**src/hw/rtl/tblim_pkg.sv**
```systemverilog
// ----------------------------------------------------------------------------
// tblim_pkg
// Shared widths, register indexes, reset values and the command bundle of the
// token bucket log limiter.
// ----------------------------------------------------------------------------
package tblim_pkg;

  localparam int MAX_TOKENS_W = 8;
  localparam int WINDOW_W     = 16;
  localparam int WARN_W       = 32;
  localparam int TIME_W       = 32;
  localparam int CFG_W        = 32;
  localparam int CFG_IDX_W    = 2;

  // product of capacity and elapsed time, also the dividend and the quotient
  localparam int PROD_W    = MAX_TOKENS_W + TIME_W;
  localparam int DIV_STEPS = PROD_W;
  localparam int STEP_W    = $clog2(DIV_STEPS);

  localparam logic [CFG_IDX_W-1:0] CFG_MAX_TOKENS = CFG_IDX_W'(0);
  localparam logic [CFG_IDX_W-1:0] CFG_WINDOW_MS  = CFG_IDX_W'(1);
  localparam logic [CFG_IDX_W-1:0] CFG_WARN_MS    = CFG_IDX_W'(2);

  localparam logic [MAX_TOKENS_W-1:0] MAX_TOKENS_RST = MAX_TOKENS_W'(20);
  localparam logic [WINDOW_W-1:0]     WINDOW_MS_RST  = WINDOW_W'(1000);
  localparam logic [WARN_W-1:0]       WARN_MS_RST    = WARN_W'(1000);

  // controller to datapath
  typedef struct packed {
    logic load;      // capture the time stamp of a new transaction
    logic mul;       // form capacity times elapsed time
    logic div_step;  // one restoring division step
    logic commit;    // update bucket and drop state, load the result register
  } cmd_t;

endpackage

```
**src/hw/rtl/tblim_ctrl.sv**
```systemverilog
// ----------------------------------------------------------------------------
// tblim_ctrl
// Sequencer: accept a request, run the multiply and the bit-serial divide,
// then commit once the result register is free.
// ----------------------------------------------------------------------------
module tblim_ctrl (
  input  logic              clk_i,
  input  logic              rst_ni,
  input  logic              in_valid_i,
  output logic              in_ready_o,
  output logic              out_valid_o,
  input  logic              out_ready_i,
  output tblim_pkg::cmd_t   cmd_o
);

  typedef enum logic [1:0] {
    ST_IDLE,
    ST_MUL,
    ST_DIV,
    ST_COMMIT
  } state_e;

  state_e                          state_q;
  logic [tblim_pkg::STEP_W-1:0]    step_q;
  logic                            out_valid_q;
  logic                            out_busy;
  logic                            accept;

  assign accept   = in_valid_i && (state_q == ST_IDLE);
  // a result still waiting on the output blocks the commit
  assign out_busy = out_valid_q && !out_ready_i;

  assign in_ready_o       = (state_q == ST_IDLE);
  assign out_valid_o      = out_valid_q;
  assign cmd_o.load       = accept;
  assign cmd_o.mul        = (state_q == ST_MUL);
  assign cmd_o.div_step   = (state_q == ST_DIV);
  assign cmd_o.commit     = (state_q == ST_COMMIT) && !out_busy;

  always_ff @(posedge clk_i or negedge rst_ni) begin
    if (!rst_ni) begin
      state_q     <= ST_IDLE;
      step_q      <= '0;
      out_valid_q <= 1'b0;
    end else begin
      // a commit refills the result register in the cycle the old one leaves
      if (cmd_o.commit) begin
        out_valid_q <= 1'b1;
      end else if (out_valid_q && out_ready_i) begin
        out_valid_q <= 1'b0;
      end
      case (state_q)
        ST_IDLE: begin
          if (accept) begin
            state_q <= ST_MUL;
          end
        end
        ST_MUL: begin
          step_q  <= tblim_pkg::STEP_W'(tblim_pkg::DIV_STEPS - 1);
          state_q <= ST_DIV;
        end
        ST_DIV: begin
          if (step_q == '0) begin
            state_q <= ST_COMMIT;
          end else begin
            step_q <= step_q - 1'b1;
          end
        end
        ST_COMMIT: begin
          if (!out_busy) begin
            state_q <= ST_IDLE;
          end
        end
        default: begin
          state_q <= ST_IDLE;
        end
      endcase
    end
  end

endmodule

```
**src/hw/rtl/tblim_dp.sv**
```systemverilog
// ----------------------------------------------------------------------------
// tblim_dp
// Datapath: configuration registers, refill multiply, restoring divider,
// bucket and drop state, and the result register.
// ----------------------------------------------------------------------------
module tblim_dp #(
  parameter int TOKEN_WIDTH = 8
) (
  input  logic                               clk_i,
  input  logic                               rst_ni,
  input  logic                               cfg_we_i,
  input  logic [tblim_pkg::CFG_IDX_W-1:0]    cfg_idx_i,
  input  logic [tblim_pkg::CFG_W-1:0]        cfg_data_i,
  input  tblim_pkg::cmd_t                    cmd_i,
  input  logic [tblim_pkg::TIME_W-1:0]       now_ms_i,
  output logic                               accepted_o,
  output logic                               report_due_o,
  output logic [tblim_pkg::TIME_W-1:0]       dropped_count_o,
  output logic [tblim_pkg::TIME_W-1:0]       report_span_ms_o
);

  localparam int PW  = tblim_pkg::PROD_W;
  localparam int TW  = tblim_pkg::TIME_W;
  localparam int WW  = tblim_pkg::WINDOW_W;
  localparam int MW  = tblim_pkg::MAX_TOKENS_W;
  localparam int SW  = PW + 1;
  localparam int CW  = (TOKEN_WIDTH > MW) ? TOKEN_WIDTH : MW;
  localparam logic [CW-1:0] TOKEN_FULL = CW'((64'd1 << TOKEN_WIDTH) - 64'd1);

  logic [MW-1:0]          max_tokens_q;
  logic [WW-1:0]          window_ms_q;
  logic [TW-1:0]          warn_ms_q;

  logic [TOKEN_WIDTH-1:0] tokens_q;
  logic [TW-1:0]          last_refill_q;
  logic [TW-1:0]          drop_cnt_q;
  logic [TW-1:0]          first_drop_q;

  logic [TW-1:0]          now_q;
  logic [PW-1:0]          prod_q;
  logic [WW-1:0]          rem_q;

  // divider step
  logic [WW-1:0]          divisor;
  logic [WW:0]            trial;
  logic                   trial_ge;
  logic [WW:0]            trial_sub;

  // commit logic
  logic [TW-1:0]          elapsed;
  logic [PW-1:0]          product;
  logic [CW-1:0]          cap;
  logic [SW-1:0]          sum;
  logic [SW-1:0]          cap_ext;
  logic                   refill;
  logic [TOKEN_WIDTH-1:0] tok_fill;
  logic                   take;
  logic [TW-1:0]          drop_span;
  logic                   report;

  assign divisor   = (window_ms_q == '0) ? WW'(1) : window_ms_q;
  assign trial     = {rem_q, prod_q[PW-1]};
  assign trial_ge  = (trial >= {1'b0, divisor});
  assign trial_sub = trial - {1'b0, divisor};

  assign elapsed = now_q - last_refill_q;
  assign product = {{TW{1'b0}}, max_tokens_q} * {{MW{1'b0}}, elapsed};

  assign cap     = (CW'(max_tokens_q) < TOKEN_FULL) ? CW'(max_tokens_q) : TOKEN_FULL;
  assign cap_ext = {{(SW-CW){1'b0}}, cap};
  // after the divide prod_q holds the number of new tokens
  assign sum      = {{(SW-TOKEN_WIDTH){1'b0}}, tokens_q} + {1'b0, prod_q};
  assign refill   = (prod_q != '0);
  assign tok_fill = refill ? ((sum < cap_ext) ? sum[TOKEN_WIDTH-1:0]
                                              : cap[TOKEN_WIDTH-1:0])
                           : tokens_q;
  assign take      = (tok_fill != '0);
  assign drop_span = now_q - first_drop_q;
  assign report    = take && (drop_cnt_q != '0) && (drop_span > warn_ms_q);

  always_ff @(posedge clk_i or negedge rst_ni) begin
    if (!rst_ni) begin
      max_tokens_q <= tblim_pkg::MAX_TOKENS_RST;
      window_ms_q  <= tblim_pkg::WINDOW_MS_RST;
      warn_ms_q    <= tblim_pkg::WARN_MS_RST;
    end else if (cfg_we_i) begin
      case (cfg_idx_i)
        tblim_pkg::CFG_MAX_TOKENS: max_tokens_q <= cfg_data_i[MW-1:0];
        tblim_pkg::CFG_WINDOW_MS:  window_ms_q  <= cfg_data_i[WW-1:0];
        tblim_pkg::CFG_WARN_MS:    warn_ms_q    <= cfg_data_i[TW-1:0];
        default: ;
      endcase
    end
  end

  always_ff @(posedge clk_i or negedge rst_ni) begin
    if (!rst_ni) begin
      tokens_q      <= '0;
      last_refill_q <= '0;
      drop_cnt_q    <= '0;
      first_drop_q  <= '0;
    end else if (cmd_i.commit) begin
      tokens_q <= take ? tok_fill - 1'b1 : tok_fill;
      if (refill) begin
        last_refill_q <= now_q;
      end
      if (!take) begin
        if (drop_cnt_q == '0) begin
          first_drop_q <= now_q;
        end
        if (drop_cnt_q != '1) begin
          drop_cnt_q <= drop_cnt_q + 1'b1;
        end
      end else if (report) begin
        drop_cnt_q   <= '0;
        first_drop_q <= now_q;
      end
    end
  end

  always_ff @(posedge clk_i) begin
    if (cmd_i.load) begin
      now_q <= now_ms_i;
    end
    if (cmd_i.mul) begin
      prod_q <= product;
      rem_q  <= '0;
    end else if (cmd_i.div_step) begin
      rem_q  <= trial_ge ? trial_sub[WW-1:0] : trial[WW-1:0];
      prod_q <= {prod_q[PW-2:0], trial_ge};
    end
    if (cmd_i.commit) begin
      accepted_o       <= take;
      report_due_o     <= report;
      dropped_count_o  <= report ? drop_cnt_q : '0;
      report_span_ms_o <= report ? drop_span : '0;
    end
  end

endmodule

```
**src/hw/rtl/token_bucket_log_limiter.sv**
```systemverilog
// ----------------------------------------------------------------------------
// token_bucket_log_limiter
// Token bucket limiter for log messages with saturating drop count reporting.
// ----------------------------------------------------------------------------
//
//  channel   handshake                 payload
//  -------   -----------------------   ------------------------------------
//  cfg       cfg_we_i                  cfg_idx_i, cfg_data_i
//  in        in_valid_i / in_ready_o   now_ms_i
//  out       out_valid_o / out_ready_i accepted_o, report_due_o,
//                                      dropped_count_o, report_span_ms_o
//
//  A transaction runs from acceptance through the multiply of capacity and
//  elapsed time, then the restoring divider of that product by window_ms
//  (one quotient bit per cycle), then the commit that loads the result. The
//  next request is taken only once the sequencer is back in idle.
//  in_ready_o is high only while the sequencer is idle; a new request may be
//  taken while the previous result waits on the output.
//  A stalled output holds the commit of the next request, no state changes.
//  Reset restores the configuration defaults and clears the bucket.
//
module token_bucket_log_limiter #(
  parameter int TOKEN_WIDTH = 8
) (
  input  logic                               clk_i,
  input  logic                               rst_ni,
  input  logic                               cfg_we_i,
  input  logic [tblim_pkg::CFG_IDX_W-1:0]    cfg_idx_i,
  input  logic [tblim_pkg::CFG_W-1:0]        cfg_data_i,
  input  logic                               in_valid_i,
  output logic                               in_ready_o,
  input  logic [tblim_pkg::TIME_W-1:0]       now_ms_i,
  output logic                               out_valid_o,
  input  logic                               out_ready_i,
  output logic                               accepted_o,
  output logic                               report_due_o,
  output logic [tblim_pkg::TIME_W-1:0]       dropped_count_o,
  output logic [tblim_pkg::TIME_W-1:0]       report_span_ms_o
);

  tblim_pkg::cmd_t cmd;

  tblim_ctrl u_ctrl (
    .clk_i       (clk_i),
    .rst_ni      (rst_ni),
    .in_valid_i  (in_valid_i),
    .in_ready_o  (in_ready_o),
    .out_valid_o (out_valid_o),
    .out_ready_i (out_ready_i),
    .cmd_o       (cmd)
  );

  tblim_dp #(
    .TOKEN_WIDTH (TOKEN_WIDTH)
  ) u_dp (
    .clk_i            (clk_i),
    .rst_ni           (rst_ni),
    .cfg_we_i         (cfg_we_i),
    .cfg_idx_i        (cfg_idx_i),
    .cfg_data_i       (cfg_data_i),
    .cmd_i            (cmd),
    .now_ms_i         (now_ms_i),
    .accepted_o       (accepted_o),
    .report_due_o     (report_due_o),
    .dropped_count_o  (dropped_count_o),
    .report_span_ms_o (report_span_ms_o)
  );

endmodule

```
**config.mk**
```make
export PLATFORM = sky130hd
export DESIGN_NAME = token_bucket_log_limiter
export DESIGN_NICKNAME = d
export VERILOG_FILES = /design/src/hw/rtl/tblim_pkg.sv /design/src/hw/rtl/tblim_ctrl.sv /design/src/hw/rtl/tblim_dp.sv /design/src/hw/rtl/token_bucket_log_limiter.sv
export SDC_FILE = /design/constraint.sdc
export NUM_CORES = 1
export LEC_CHECK = 0
export BUFFER_PORTS_ARGS = -buffer_cell sky130_fd_sc_hd__buf_2
export CAP_MARGIN = 20
export CORE_AREA = 2 2 283 285
export CTS_BUF_LIST = sky130_fd_sc_hd__clkbuf_4
export CTS_CLUSTER_SIZE = 12
export DETAILED_ROUTE_END_ITERATION = 8
export DIE_AREA = 0 0 285 287
export HOLD_SLACK_MARGIN = 0.15
export SLEW_MARGIN = 20
export SYNTH_ARGS = -nofsm -noshare
export SYNTH_HDL_FRONTEND = slang
export SYNTH_SLANG_ARGS = --single-unit
export TNS_END_PERCENT = 30
```
**constraint.sdc**
```tcl
create_clock -name clk_i -period 17 [get_ports clk_i]
set_input_delay 0.85 -clock clk_i [delete_from_list [all_inputs] [get_ports clk_i]]
set_output_delay 0.85 -clock clk_i [all_outputs]
set_load 0.01 [all_outputs]
```
==> results.md, run 1 <==
Setup path:
- The largest single stage delay on the critical path is about 600 ps.
- The depth of the critical timing path with buffers and inverters included is 31.
- The startpoint of the worst register-to-register path is u_dp.now_q[0].
- The sort of element at the start of the critical path is a flop.
- The startpoint-to-endpoint class of the critical path is reg -> reg.
- STA classifies the critical path endpoint as a flop.
- The kind of cell with the highest combined delay on the critical path is compound AO/OA/AOI/OAI gates.
- The arrival time of data at the critical path endpoint is slightly above 9000 ps.
- The path depth of the worst reg2reg path is 31.
- The count of buffer and inverter cells on the critical path is 3.
- The most critical setup path has its endpoint at u_dp.prod_q[38].
- Tracing the worst setup path back leads to its startpoint at u_dp.now_q[0].
- Data on the critical path is required at its endpoint by 17560 ps.
- The register-to-register setup slack is roughly 8400 ps.
- Along the worst path, the maximum fanout reaches 8.
- For this design, the slowest cell found on the critical path is a21oi_1.
- Among the stages of the critical path, the cell type that occurs most often is a21oi_1.
- The worst register-to-register path ends at u_dp.prod_q[38].

STA:
- The largest clock skew in the final design is roughly 55 ps.
- The worst pin sits at a relative slew slack of 29.6%.
- The highest achievable clock rate is 0.117 GHz.
- The final count of hold timing violations is 0.
- The setup TNS is 0 ps.
- The portion of the clock cycle consumed by the worst path in the final layout is 50.3%.
- The post-layout minimum cycle time is between 8000 and 9000 ps.
- The final count of pins violating max slew is 0.
- The slew at the pin closest to its max-slew limit is about 1100 ps.
- The setup-violating endpoint count in the final report is 0.
- Setup repair after global routing left no endpoint under its margin.

Detailed routing:
- After detailed routing, the number of remaining DRC violations is 0.
- After detailed routing, the average wire length per cell comes to ~17 µm.
- After detailed routing, the number of vias per cell comes to 5.02.
- The first routing iteration left between 1000 and 1500 violations.
- The overall routed net length is 68.5 mm.
- The residual antenna-violating net count after detailed routing is 0.
- The number of vias in the routed layout is approximately 20000.
- The pre-antenna-repair detailed-routing pass consisted of 6 iterations.

Synthesis:
- In the synthesized netlist the async set-or-reset flop fraction comes to ~52%.
- The sequential element share of the synthesized area is between 30% and 40%.
- The synthesized netlist contains 95 unique library cells.
- The cell taking the most area after synthesis is edfxtp_1.
- The top cell type by area accounts for 15.2% of the synthesized area.
- The most used flip-flop cell after synthesis is dfrtp_1.
- Yosys mapped a number of flops with a built-in enable equal to about 140.
- The number of warning messages in the yosys log is 0.
- The number of synthesized register bits is around 320.
- Summing every instance area after synthesis gives 0.0273 mm².
- The average footprint of a synthesized cell is approximately 10 µm².
- In the post-synthesis netlist, the biggest area contributors are edfxtp_1 (15%), dfrtp_1 (14%), fa_1 (13%).
- The post-synthesis net count is about 3200.
- The number of cells produced by synthesis is around 2800.

Final layout:
- The relative area change from synthesis to final layout is 11.4%.
- The area of combinational cells with multiple inputs is roughly 0.017 mm².
- The share of cells above drive strength 1 is between 10% and 20%.
- The area of all sequential standard cells is 0.00871 mm².
- Fill cells in the final layout number 7954.
- The share of the core filled with cells is between 30% and 40%.
- For this run, the post-layout net count is 3381.

Global routing:
- The first global-routing pass estimated between 100 and 150 mm of wire.
- Global routing used 16.7% of the available tracks.
- The number of global-route vias before repair is 20110.
- Summed over all layers, the global routing overflow is 0.
- The initial antenna violation count is 5.
- Entering global routing, the biggest net connects 80 pins.

Floorplan:
- After floorplanning, the core was sized to cover 0.0786 mm².
- The starting density of the core is a little over a third.
- The die footprint is 0.0818 mm².
- 139 I/O pins were placed.
- The die outline height is between 200 and 300 µm.
- The cell row count is about 100.
- The horizontal die dimension is roughly 290 µm.

Place:
- The routability congestion estimate is ~0.86.
- Buffers placed on the I/O ports in this run total 138.
- After legalization and detailed placement, the total HPWL measured roughly 52 mm.

Clock tree:
- The clock passes through at most 3 buffers.
- The number of sinks driven by the clock tree is about 320.
- The post-CTS resize count is 0.
- The total clock buffers created by CTS is 88.
- CTS built an H-tree with a depth of 3.
- The clock edge transition at the registers on the reported setup and hold paths is about 70 ps.
- Clock latency on the worst-skew pair, taken at its later pin, is around 830 ps.
- TritonCTS built the clock tree.
- The root buffer selected by CTS is clkbuf_4.

Status:
- The run finished with clean final reports.

Job:
- The total of max-cap violations is 0.

Hold path:
- The path class of the tightest hold or removal check is in -> reg.
==> cells in the mapped netlist (41+ instances only) <==
| cell | number |
|---|---|
| inv_1 | 348 |
| and2_1 | 249 |
| ha_1 | 194 |
| fa_1 | 184 |
| nand2_1 | 162 |
| dfrtp_1 | 155 |
| nor2_1 | 142 |
| edfxtp_1 | 138 |
| mux2_2 | 123 |
| a21oi_1 | 100 |
| xnor2_1 | 82 |
| o21ai_0 | 79 |
| nand3_1 | 72 |
| a21o_1 | 65 |
| clkbuf_1 | 62 |
| xor2_1 | 58 |
| nor3_1 | 52 |
| nand4_1 | 41 |
==> registers in the layout, indices dropped and copies added (netlist names), 2 cells and up <==
register               count
u_dp.report_span_ms_o     32
u_dp.now_q                32
u_ctrl.step_q              6
u_ctrl.state_q             2
u_dp.max_tokens_q          8
u_dp.last_refill_q        32
u_dp.window_ms_q          16
u_dp.drop_cnt_q           32
u_dp.tokens_q              8
u_dp.rem_q                16
u_dp.first_drop_q         32
u_dp.dropped_count_o      32
u_dp.warn_ms_q            32
u_dp.prod_q               40
==> layout by cell type, fill, tap and decap left out, drive strengths merged, types with 138 or more instances in the layout <==
cell type and instances:
inv 352, and2 251, ha 194, fa 184, nand2 162, buf 157, dfrtp 155, mux2 154
nor2 143, edfxtp 138
==> timing repair <==
action,4_1_cts,5_1_grt
hold buffers,12,0
endpoints found under the hold margin,65,0
setup buffers,0,0
==> how the worst min path moves through the flow <==
| stage | from | to | slack (ps) | cells past startpoint |
|---|---|---|---|---|
| 5_1_grt | now_ms_i[25] | u_dp.now_q[25] | 160 | 1 |
| 3_3_place_gp | u_dp.rem_q[15] | u_dp.rem_q[15] | 470 | 2 |
| 2_1_floorplan | u_dp.rem_q[15] | u_dp.rem_q[15] | 450 | 2 |
| 4_1_cts | now_ms_i[21] | u_dp.now_q[21] | 150 | 1 |
| 6_report | now_ms_i[26] | u_dp.now_q[26] | 240 | 1 |
| 3_5_place_dp | u_dp.rem_q[15] | u_dp.rem_q[15] | 470 | 2 |
==> worst reg2reg max path: cells and delay by family, from the launching register on <==
kind                       cells  cell delay (ps)
AOI/OAI and AO/OA             16             3910
adders and majority gates      7             3000
and+or+nand+nor                3              540
DFF                            1              350
muxes                          1              250
buffers and inverters          3              160
xor gates and xnor gates       1               80
==> metrics by stage <==
stage | instance area (µm²) | cells | hold slack [ps] | setup WS, ps
floorplan | 27300 | 2756 | 450 | 9680
global placement | 29100 | 3880 | 467 | 8660
detailed placement | 29100 | 3880 | 467 | 8490
CTS | 30400 | 4057 | 152 | 8410
global route | 30400 | 4060 | 160 | 7660
finish | 30400 | 4060 | 237 | 8440
==> cell type report <==
| type | count | share of cell area, % |
|---|---|---|
| multi-input combinational | 1998 | 55.6 |
| sequential | 323 | 28.7 |
| inverter | 352 | 4.35 |
| tap | 1050 | 4.32 |
| clock buffer | 133 | 3.28 |
| timing repair buffer | 169 | 3.16 |
| clock inverter | 32 | 0.556 |
| antenna | 3 | 0.0247 |
==> cells by family (layout without fill, tap and decap cells) <==
| kind of cell | count (synthesis) | count (layout) | share of synthesized area (%) |
|---|---|---|---|
| and+or+nand+nor | 881 | 881 | 17.4 |
| buffers and inverters | 435 | 686 | 6.20 |
| AOI/OAI and AO/OA | 423 | 423 | 10.4 |
| adders and majority gates | 378 | 378 | 22.4 |
| DFF | 323 | 323 | 31.9 |
| muxes | 176 | 176 | 7.16 |
| xor gates and xnor gates | 140 | 140 | 4.49 |
| other | 0 | 3 | 0 |
==> layer usage <==
metal  share of wire [%]  global-route usage, %  wire length, µm  vias up
met4                 1.9                   4.11             1280        0
met2                  47                   27.3            32100      437
met3                 4.2                   2.59             2900       91
met1                  47                   23.3            32200     9997
li1                    -                      -                -     9859
met5                   0                      0                0        -
Power of run 1 is not shown: default switching activity piles up to over one toggle a cycle in this logic, so the estimate is an artifact.
==> run 2, diff against run 1 <==
clock period = 8.3 ns   (was 17 ns; I/O delays follow)
==> run 2 against run 1 <==
Count of clock-buffer cells in the layout grew 3. Flip-flop and latch count is the same. First-iteration DRC count grew 2.7%. Global-route usage grew 0.64 points. Setup slack lost 7900 ps. Wire length grew 3.7%. Clock skew shrank 6.7 ps. Non-clock buffer count grew 95. Hold slack gained 58 ps. Die area is the same. Sequential share of layout area shrank 0.88 points. Core utilization grew 1.2 points. Critical endpoint is now u_dp.prod_q[39]. Highest routed layer unchanged.
==> results.md, run 2 (synthesis results as in run 1) <==
Setup path:
- The arrival time of data at the critical path endpoint is 8380 ps (was 9110 ps).
- The cell with the largest stage delay on the worst path is fa_1 (was a21oi_1).
- The startpoint of the worst register-to-register path is u_dp.now_q[0] (unchanged).
- The library cell appearing most often on the critical path is fa_1 (was a21oi_1).
- The endpoint type of the worst setup path is a flop (unchanged).
- The critical-path maximum fanout is 8 (unchanged).
- The count of buffer and inverter cells on the critical path is 5 (was 3).
- The capture point of the worst reg-to-reg path is u_dp.prod_q[39] (was u_dp.prod_q[38]).
- The kind of cell with the highest combined delay on the critical path is adder cells (was compound AO/OA/AOI/OAI gates).
- The required time of the critical path is 8870 ps (was 17560 ps).
- The startpoint-to-endpoint class of the critical path was reg -> reg (unchanged).
- The path depth of the worst reg2reg path came to 33 (was 31).
- The register-to-register setup slack is 490 ps (was 8440 ps).
- The largest incremental delay on the critical path was 550 ps (was 610 ps).
- The sort of element at the start of the critical path was a flop (unchanged).

Hold path:
- The worst hold path stage count is 2 (was 1).
- The critical hold path startpoint is now_ms_i[28] (was now_ms_i[26]).
- The path type of the worst min-delay path was in -> reg (unchanged).
- The hold path endpoint is u_dp.now_q[28] (was u_dp.now_q[26]).

Place:
- The sum of net half-perimeters after detailed placement is 53.3 mm (was 52.4 mm).
- The routability congestion estimate is 0.852 (was 0.856).
- The number of buffer cells added on primary ports was 138 (unchanged).

Final layout:
- The post-layout net count is 3479 (was 3381).
- The layout filler cell count is 7885 (was 7954).
- The most common cell after layout, fill and taps aside is inv_1 (unchanged).
- The number of flip-flops in the largest register is 40 (unchanged).
- The share of the core filled with cells is 39.9% (was 38.7%).
- The top register by number of flip-flops is u_dp.prod_q (unchanged).
- The relative area change from synthesis to final layout is 14.9% (was 11.4%).
- Highest-count cells in the layout ignoring fill and taps: inv_1 (348), and2_1 (248), ha_1 (193), fa_1 (184), nand2_1 (162) (unchanged).
- The share of cells above drive strength 1 was 17.0% (was 15.9%).

Floorplan:
- The cell row count is 103 (unchanged).
- The starting density of the core is 34.7% (unchanged).
- The horizontal die dimension is 285 µm (unchanged).
- The count of boundary I/O pins came to 139 (unchanged).
- The die outline height is 287 µm (unchanged).
- The core area was 0.0786 mm² (unchanged).
- The die footprint is 0.0818 mm² (unchanged).

Detailed routing:
- The via density per instance was 5.00 (was 5.02).
- The first-pass detailed-route iteration total is 6 (unchanged).
- The number of vias in the routed layout is 20806 (was 20384).
- The post-detailed-route DRC marker count came to 0 (unchanged).
- The residual antenna-violating net count after detailed routing was 0 (unchanged).
- The count of routing violations after the opening detailed-route iteration is 1192 (was 1161).
- The per-cell routed wire length is 17.1 µm (was 16.9 µm).
- The overall routed net length is 71.1 mm (was 68.5 mm).

Clock tree:
- The root buffer selected by CTS is clkbuf_4 (unchanged).
- The level count of the clock H-tree is 3 (unchanged).
- The source-to-sink clock delay at the later pin of the worst-skew pair is 840 ps (was 830 ps).
- The CTS tree was built (unchanged).
- The total clock buffers created by CTS is 91 (was 88).
- The clock edge transition at the registers on the reported setup and hold paths came to 80 ps (was 70 ps).
- The number of sinks driven by the clock tree came to 323 (unchanged).
- The number of buffers on the longest clock path was 3 (unchanged).

STA:
- The portion of the clock cycle consumed by the worst path in the final layout is 94.0% (was 50.3%).
- The slew at the pin closest to its max-slew limit is 1130 ps (was 1060 ps).
- The post-layout minimum cycle time is 7810 ps (was 8560 ps).
- The final count of hold timing violations is 0 (unchanged).
- The highest achievable clock rate is 0.128 GHz (was 0.117 GHz).
- The largest clock skew in the final design was 47.9 ps (was 54.6 ps).
- The setup-violating endpoint count in the final report is 0 (unchanged).
- The final count of pins violating max slew is 0 (unchanged).
- The worst slew margin relative to its limit is 23.9% (was 29.6%).

Job:
- The total of max-cap violations came to 0 (unchanged).

Global routing:
- The global-route wire length before repair is 113 mm (was 110 mm).
- The number of global-route vias before repair is 20893 (was 20110).
- The overall track demand over capacity in global routing is 17.4% (was 16.7%).
- The total congestion overflow came to 0 (unchanged).
- The maximum number of pins on one net before global-route repair was 78 (was 80).
- The initial antenna violation count was 5 (unchanged).

Status:
- Outcome: completed (unchanged).
## run 2: cell count changes in the layout (fill, tap and decap cells not counted), sizes merged
cell,change
diode,+2
clkbuf,+3
buf,+36
inv,-1
clkinv,-1
clkinvlp,+2
dlygate4sd3,+59
## run 2: layer usage
metal	part of all wire (%)	vias up	track usage (%)
li1	-	10052	-
met5	0	-	0
met4	2.0	0	4.29
met2	47	476	28.8
met1	46	10180	23.7
met3	4.4	98	2.87
## run 2: layout make-up
class | count | area [µm²] | share of cell area [%]
Clock inverter | 32 | 168 | 0.535
Tap cell | 1050 | 1310 | 4.19
Clock buffer | 136 | 1020 | 3.26
Antenna cell | 5 | 12.5 | 0.0399
Inverter | 352 | 1320 | 4.21
Multi-Input combinational cell | 1998 | 17000 | 54.1
Sequential cell | 323 | 8710 | 27.8
Timing Repair Buffer | 264 | 1830 | 5.84
## run 2: metrics by stage
step | area [µm²] | setup slack, ps | hold WS [ps] | TNS [ps] | std cells
after floorplan | 27300 | 984 | 119 | 0 | 2756
after global placement | 29400 | 240 | 466 | 0 | 3914
after detailed placement | 29400 | 181 | 469 | 0 | 3914
after CTS | 31300 | 116 | 213 | 0 | 4154
after global routing | 31300 | -16.6 | 238 | -16.6 | 4160
final | 31300 | 495 | 295 | 0 | 4160
## run 2: worst max-delay path by stage
stage,end,slack (ps),from,depth (start not counted)
final,u_dp.prod_q[39],490,u_dp.now_q[0],33
after global routing,u_dp.prod_q[39],-20,u_dp.now_q[0],33
after CTS,u_dp.prod_q[38],120,u_dp.now_q[0],31
after detailed placement,u_dp.prod_q[38],180,u_dp.now_q[0],34
after global placement,u_dp.prod_q[38],240,u_dp.now_q[1],32
after floorplan,u_dp.prod_q[38],980,u_dp.now_q[5],31
## run 2: timing repair
item                       CTS  global route
hold buffers                72             0
buffers inserted             0             1
gates resized for setup      0            11
setup endpoints to repair    0            13
hold endpoints to repair   155             0
Power of run 2 is left out for the same reason.
